===== config.mk =====
export PLATFORM = sky130hd
export DESIGN_NAME = v3alu_div
export DESIGN_NICKNAME = d
export VERILOG_FILES = /design/src/rtl/v3alu_pkg.sv /design/src/rtl/v3alu_div.sv
export SDC_FILE = /design/constraint.sdc
export NUM_CORES = 2
export LEC_CHECK = 0
export BUFFER_PORTS_ARGS = -buffer_cell sky130_fd_sc_hd__buf_4
export CORE_ASPECT_RATIO = 1.4
export CORE_MARGIN = 4
export CORE_UTILIZATION = 55
export DETAILED_ROUTE_END_ITERATION = 10
export PLACE_DENSITY = 0.71
export SETUP_SLACK_MARGIN = 0.5
export SYNTH_ARGS = -nofsm -noshare
export SYNTH_HDL_FRONTEND = slang
export SYNTH_SLANG_ARGS = --single-unit

===== constraint.sdc =====
create_clock -name clk_i -period 4.7 [get_ports clk_i]
set_input_delay 0.705 -clock clk_i [delete_from_list [all_inputs] [get_ports clk_i]]
set_output_delay 0.705 -clock clk_i [all_outputs]
set_load 0.05 [all_outputs]

===== src/rtl/v3alu_pkg.sv =====
// ----------------------------------------------------------------------------
// v3alu_pkg
// Types, constants and helpers shared by the vector ALU modules.
// ----------------------------------------------------------------------------
package v3alu_pkg;

  // Q16.16 data format.
  localparam int DW = 32;
  localparam int FB = 16;
  // Width of the divider numerator, a magnitude shifted up by the fraction.
  localparam int NW = DW + FB;
  // Width wide enough for every intermediate sum before saturation.
  localparam int WIDE = 2 * DW + 2;

  // Pipeline depths: one root bit per stage, a range check plus one
  // quotient bit per stage.
  localparam int SQ_ST = DW;
  localparam int DV_ST = DW + 1;
  localparam int SIDE_LEN = SQ_ST + DV_ST;
  // Index of the final result register in the valid line.
  localparam int LAT = SQ_ST + DV_ST + 3;

  typedef logic signed [DW-1:0] word_t;
  typedef logic signed [WIDE-1:0] wide_t;
  typedef logic signed [2*DW-1:0] prod_t;

  typedef enum logic [2:0] {
    CMD_ADD   = 3'd0,
    CMD_SUB   = 3'd1,
    CMD_SCALE = 3'd2,
    CMD_DIV   = 3'd3,
    CMD_DOT   = 3'd4,
    CMD_CROSS = 3'd5,
    CMD_MAG   = 3'd6,
    CMD_NORM  = 3'd7
  } cmd_e;

  typedef enum logic [1:0] {
    ST_OK   = 2'd0,
    ST_SAT  = 2'd1,
    ST_DIVZ = 2'd2
  } status_e;

  typedef struct packed {
    cmd_e  cmd;
    word_t ax;
    word_t ay;
    word_t az;
    word_t bx;
    word_t by;
    word_t bz;
    word_t scalar_in;
  } item_t;

  typedef struct packed {
    word_t   rx;
    word_t   ry;
    word_t   rz;
    word_t   scalar_out;
    status_e status;
  } result_t;

  // Operands of one lane: its own components and the two others for cross.
  typedef struct packed {
    cmd_e  cmd;
    word_t a_i;
    word_t b_i;
    word_t a_j;
    word_t a_k;
    word_t b_j;
    word_t b_k;
    word_t s;
  } lane_in_t;

  // A saturated value and whether it was clamped.
  typedef struct packed {
    logic  flag;
    word_t val;
  } sat_t;

  // Per-item data that travels beside the root and divide pipelines.
  typedef struct packed {
    cmd_e            cmd;
    word_t [2:0]     res;
    word_t           dot;
    logic            flag;
    word_t [2:0]     a;
    logic            s_neg;
    logic            s_zero;
    logic [DW-1:0]   s_abs;
  } side_t;

  // Clamp a wide signed value to the data range.
  function automatic sat_t sat_wide(input wide_t v);
    wide_t hi;
    wide_t lo;
    sat_t  r;
    hi = wide_t'({(DW-1){1'b1}});
    lo = ~hi;
    r.flag = 1'b0;
    r.val  = v[DW-1:0];
    if (v > hi) begin
      r.flag = 1'b1;
      r.val  = hi[DW-1:0];
    end else if (v < lo) begin
      r.flag = 1'b1;
      r.val  = lo[DW-1:0];
    end
    return r;
  endfunction

endpackage


===== src/rtl/v3alu_div.sv =====
// ----------------------------------------------------------------------------
// v3alu_div
// Pipelined unsigned divider: a range check stage, then one quotient bit
// per stage. Quotients that do not fit the data width raise ovf_o.
// ----------------------------------------------------------------------------
module v3alu_div import v3alu_pkg::*; (
  input  logic          clk_i,
  input  logic [NW-1:0] num_i,
  input  logic [DW-1:0] den_i,
  output logic [DW-1:0] quo_o,
  output logic          ovf_o
);

  logic [NW-1:0] rem_q [DV_ST];
  logic [DW-1:0] den_q [DV_ST];
  logic [DW-1:0] quo_q [DV_ST];
  logic          ovf_q [DV_ST];

  // Range check: the quotient needs more than DW bits when the numerator
  // reaches the denominator shifted up by DW.
  always_ff @(posedge clk_i) begin
    rem_q[0] <= num_i;
    den_q[0] <= den_i;
    quo_q[0] <= '0;
    ovf_q[0] <= DW'(num_i[NW-1:DW]) >= den_i;
  end

  // Restoring division, highest quotient bit first.
  for (genvar j = 1; j < DV_ST; j++) begin : g_st
    localparam int K = DV_ST - 1 - j;
    logic [2*DW-1:0] trial;

    assign trial = (2*DW)'(den_q[j-1]) << K;

    always_ff @(posedge clk_i) begin
      den_q[j] <= den_q[j-1];
      ovf_q[j] <= ovf_q[j-1];
      if ((2*DW)'(rem_q[j-1]) >= trial) begin
        rem_q[j] <= rem_q[j-1] - trial[NW-1:0];
        quo_q[j] <= quo_q[j-1] | (DW'(1) << K);
      end else begin
        rem_q[j] <= rem_q[j-1];
        quo_q[j] <= quo_q[j-1];
      end
    end
  end

  assign quo_o = quo_q[DV_ST-1];
  assign ovf_o = ovf_q[DV_ST-1];

endmodule


==> metrics.txt <==
highest clock rate 0.239 GHz; first-pass GRT wire length 517 mm; die area 232000 sq um; M2 GR Usage 57.4%; H-tree level count 5; net count after synthesis 13.4k; Floorplan Core Area 223000 sq um; IO Pins 114; NumNets Final 13.8k; critical path required time 5480 ps; worst r2r dst rem_q[30][43]; crit end category flop; Clock Skew 70.6 ps; Slew Limit Fails 0; share of post-route cells with drive strength above 1 9.64%; DR WL/cell 21.5 microns; Initial DRC Count 4440; FF-to-FF path depth 15; worst slew pin tran 1020 ps; DR pass1 iterations 7; met1 GRT Util 22.2%; Final Setup Violations 0; Syn-to-layout area delta 13.3%; maximum vdd drop 0.000511 V; final core utilization 62.7%; via count 89.6k; Tot GR Track Use 28.6%; area leader, netlist dfxtp_1; met3 global-route usage 4.26%; GR Overflow Total 0; CP arrival 4970 ps; number of global-route vias before repair 94.1k; r2r setup slk 520 ps; root buffer cell clkbuf_16; Clock Latency Late Sink 900 ps; Async SR Flop Fraction 0%; Antenna Nets Post-Route 0; Die Span Y 569 microns; Clk pin slew, worst setup/hold paths 60 ps; Top Usage Layer GRT met2; std cell rows 205; crit path kind reg2reg; Tightest Hold Check Type in2reg; syn avg cell area 10.0 sq um; relative slew slack 31.4%; port buffer count 113; CP startpoint kind flop; RSZ-0062 raised after global routing yes; crit path from rem_q[29][2]; Synth warnings 0; Max Buffers Root-to-Sink 4; Setup crit end rem_q[30][43]; Synth Cell Area 124000 sq um; top-area cell type share of the netlist area 50.5%; Seq cells post-synth 3121; min Tclk post-route 4180 ps; Reg2Reg Launch Point rem_q[29][2]; ys flop type dfxtp_1; routed wire length 342 mm; CTS tree built; ranking of synthesized cells by area dfxtp_1 51%, ha_1 9.3%, xnor2_1 3.6%; die width 409 microns; number of vias per cell 5.64; Distinct cells, synth 99; Leakage 63.4 nW; Detail Placement HPWL 271 mm; setup TNS 0 ps; pin count of the biggest net entering global routing 63; CTS buffer count 296; sequential area share after synthesis 50.5%; Fin. Hold Viols 0; CTS sink count 3121; Fin Hold WS 33.4 ps; Final period util 89.0%; outcome finished clean; drt drc 0; max_cap viols 0; initial antenna violation count 11; crit path max fanout 5; Initial Utilization 55.4%; EDFF count, synth 0; post-synthesis cell count 12.3k; GPL Wtd Cong 1.06; Pwr Density 653 nW/um^2
[stage by stage]
stage | instance area [sq um] | setup slack (ps) | total power, mW | std cells
finish | 140000 | 517 | 91.4 | 15900
global route | 140000 | 396 | 96.3 | 15900
CTS | 140000 | 475 | 91.3 | 15900
detailed placement | 128000 | 245 | 66.0 | 15200
global placement | 128000 | 182 | 65.3 | 15200
floorplan | 124000 | 1210 | 56.3 | 12300
[worst min path at each step]
stage | start | end | slack [ps] | depth (start not counted)
floorplan | ovf_q[0][9] | ovf_q[0][10] | 310 | 0
global placement | quo_q[21][30] | quo_q[22][30] | 310 | 0
detailed placement | ovf_q[0][18] | ovf_q[0][19] | 310 | 0
CTS | den_i[16] | den_q[0][16] | 20 | 1
global route | den_i[16] | den_q[0][16] | 10 | 1
finish | den_i[16] | den_q[0][16] | 30 | 1
[cell families after synthesis]
family / Yosys count / share of synthesized area (%)
fa+ha+maj: 951 / 9.81
buf+inv: 1420 / 4.39
flops: 3121 / 50.5
mux: 391 / 3.61
xor+xnor: 850 / 6.02
simple gates: 2729 / 11.0
compound gates: 2876 / 14.6
[synthesized netlist by cell type, types with 29 or more instances]
master    instances
a211oi_1         59
a21boi_0         41
a21o_1          499
a21oi_1         860
a31oi_1          78
and2_1           44
and3_1           81
clkbuf_1        189
dfxtp_1        3121
fa_1             31
ha_1            920
inv_1          1180
mux2_2          328
mux2i_1          35
nand2_1         793
nand2b_1        119
nand3_1         174
nand4_1         159
nand4b_1         29
nor2_1          583
nor2b_1         152
nor3_1          161
nor4_1          197
o211ai_1         43
o21a_1           98
o21ai_0         693
o21bai_1        125
o31ai_1          57
or2_2            47
or3_1            52
or4_1            36
xnor2_1         515
xor2_1          335
[repair_timing]
item / CTS / global route
pin swaps: 1 / 8
hold endpoints to repair: 79 / 0
gates resized for setup: 11 / 53
endpoints found under the setup margin: 95 / 177
hold buffers: 79 / 0
setup buffers: 1 / 2
[report_power, final]
part | switching (mW) | leakage (nW) | internal (mW)
combinational | 18.2 | 32.2 | 13.6
sequential | 3.49 | 26.2 | 31.0
clock | 10.3 | 5.04 | 14.9
[worst max-delay path, stage by stage, from the launching register on]
cell and delay [ps]:
dfxtp_1 330, inv_1 50, ha_1 210, inv_1 70, fa_1 190, a21o_1 140, a21oi_1 110, o21ai_2 420
a2111oi_4 170, o41ai_2 750, nor3_1 110, o21bai_1 410, a31o_2 340, nand4bb_1 300, nor4_1 330, xor2_1 170
[metal layers]
layer / share of wire (%) / routed length (microns)
met1: 29 / 101000
met2: 55 / 188000
met3: 3.6 / 12500
met4: 12 / 40400
met5: 0.024 / 82
[area by class of cell]
cell class | count | area (sq um)
multi-input cells | 7797 | 56100
diodes | 36 | 90.1
flip-flops and latches | 3121 | 62500
clock buffers | 401 | 8410
fillers | 18000 | 83100
well taps | 2898 | 3630
clock inverters | 129 | 1930
repair buffers | 333 | 2930
inverters | 1180 | 4430
[placed cells by master, fill, tap and decap left out, types with 119 or more instances in the layout]
| cell type | synthesis | final |
|---|---|---|
| dfxtp_1 | 3121 | 3119 |
| buf_4 | 2 | 232 |
| nor2_1 | 583 | 583 |
| a21o_1 | 499 | 499 |
| nand2b_1 | 119 | 119 |
| nor2b_1 | 152 | 152 |
| nand3_1 | 174 | 174 |
| xor2_1 | 335 | 335 |
| clkbuf_16 | 0 | 301 |
| nand4_1 | 159 | 159 |
| a21oi_1 | 860 | 850 |
| inv_1 | 1180 | 1180 |
| o21bai_1 | 125 | 125 |
| ha_1 | 920 | 920 |
| nor3_1 | 161 | 159 |
| nand2_1 | 793 | 793 |
| mux2_2 | 328 | 328 |
| xnor2_1 | 515 | 515 |
| nor4_1 | 197 | 195 |
| o21ai_0 | 693 | 691 |
[sequential cells by signal, summed over array words and instances, names as in the netlist]
signal  count
rem_q    1536
den_q    1024
quo_q     528
ovf_q      33
(Power assumes the default switching activity.)
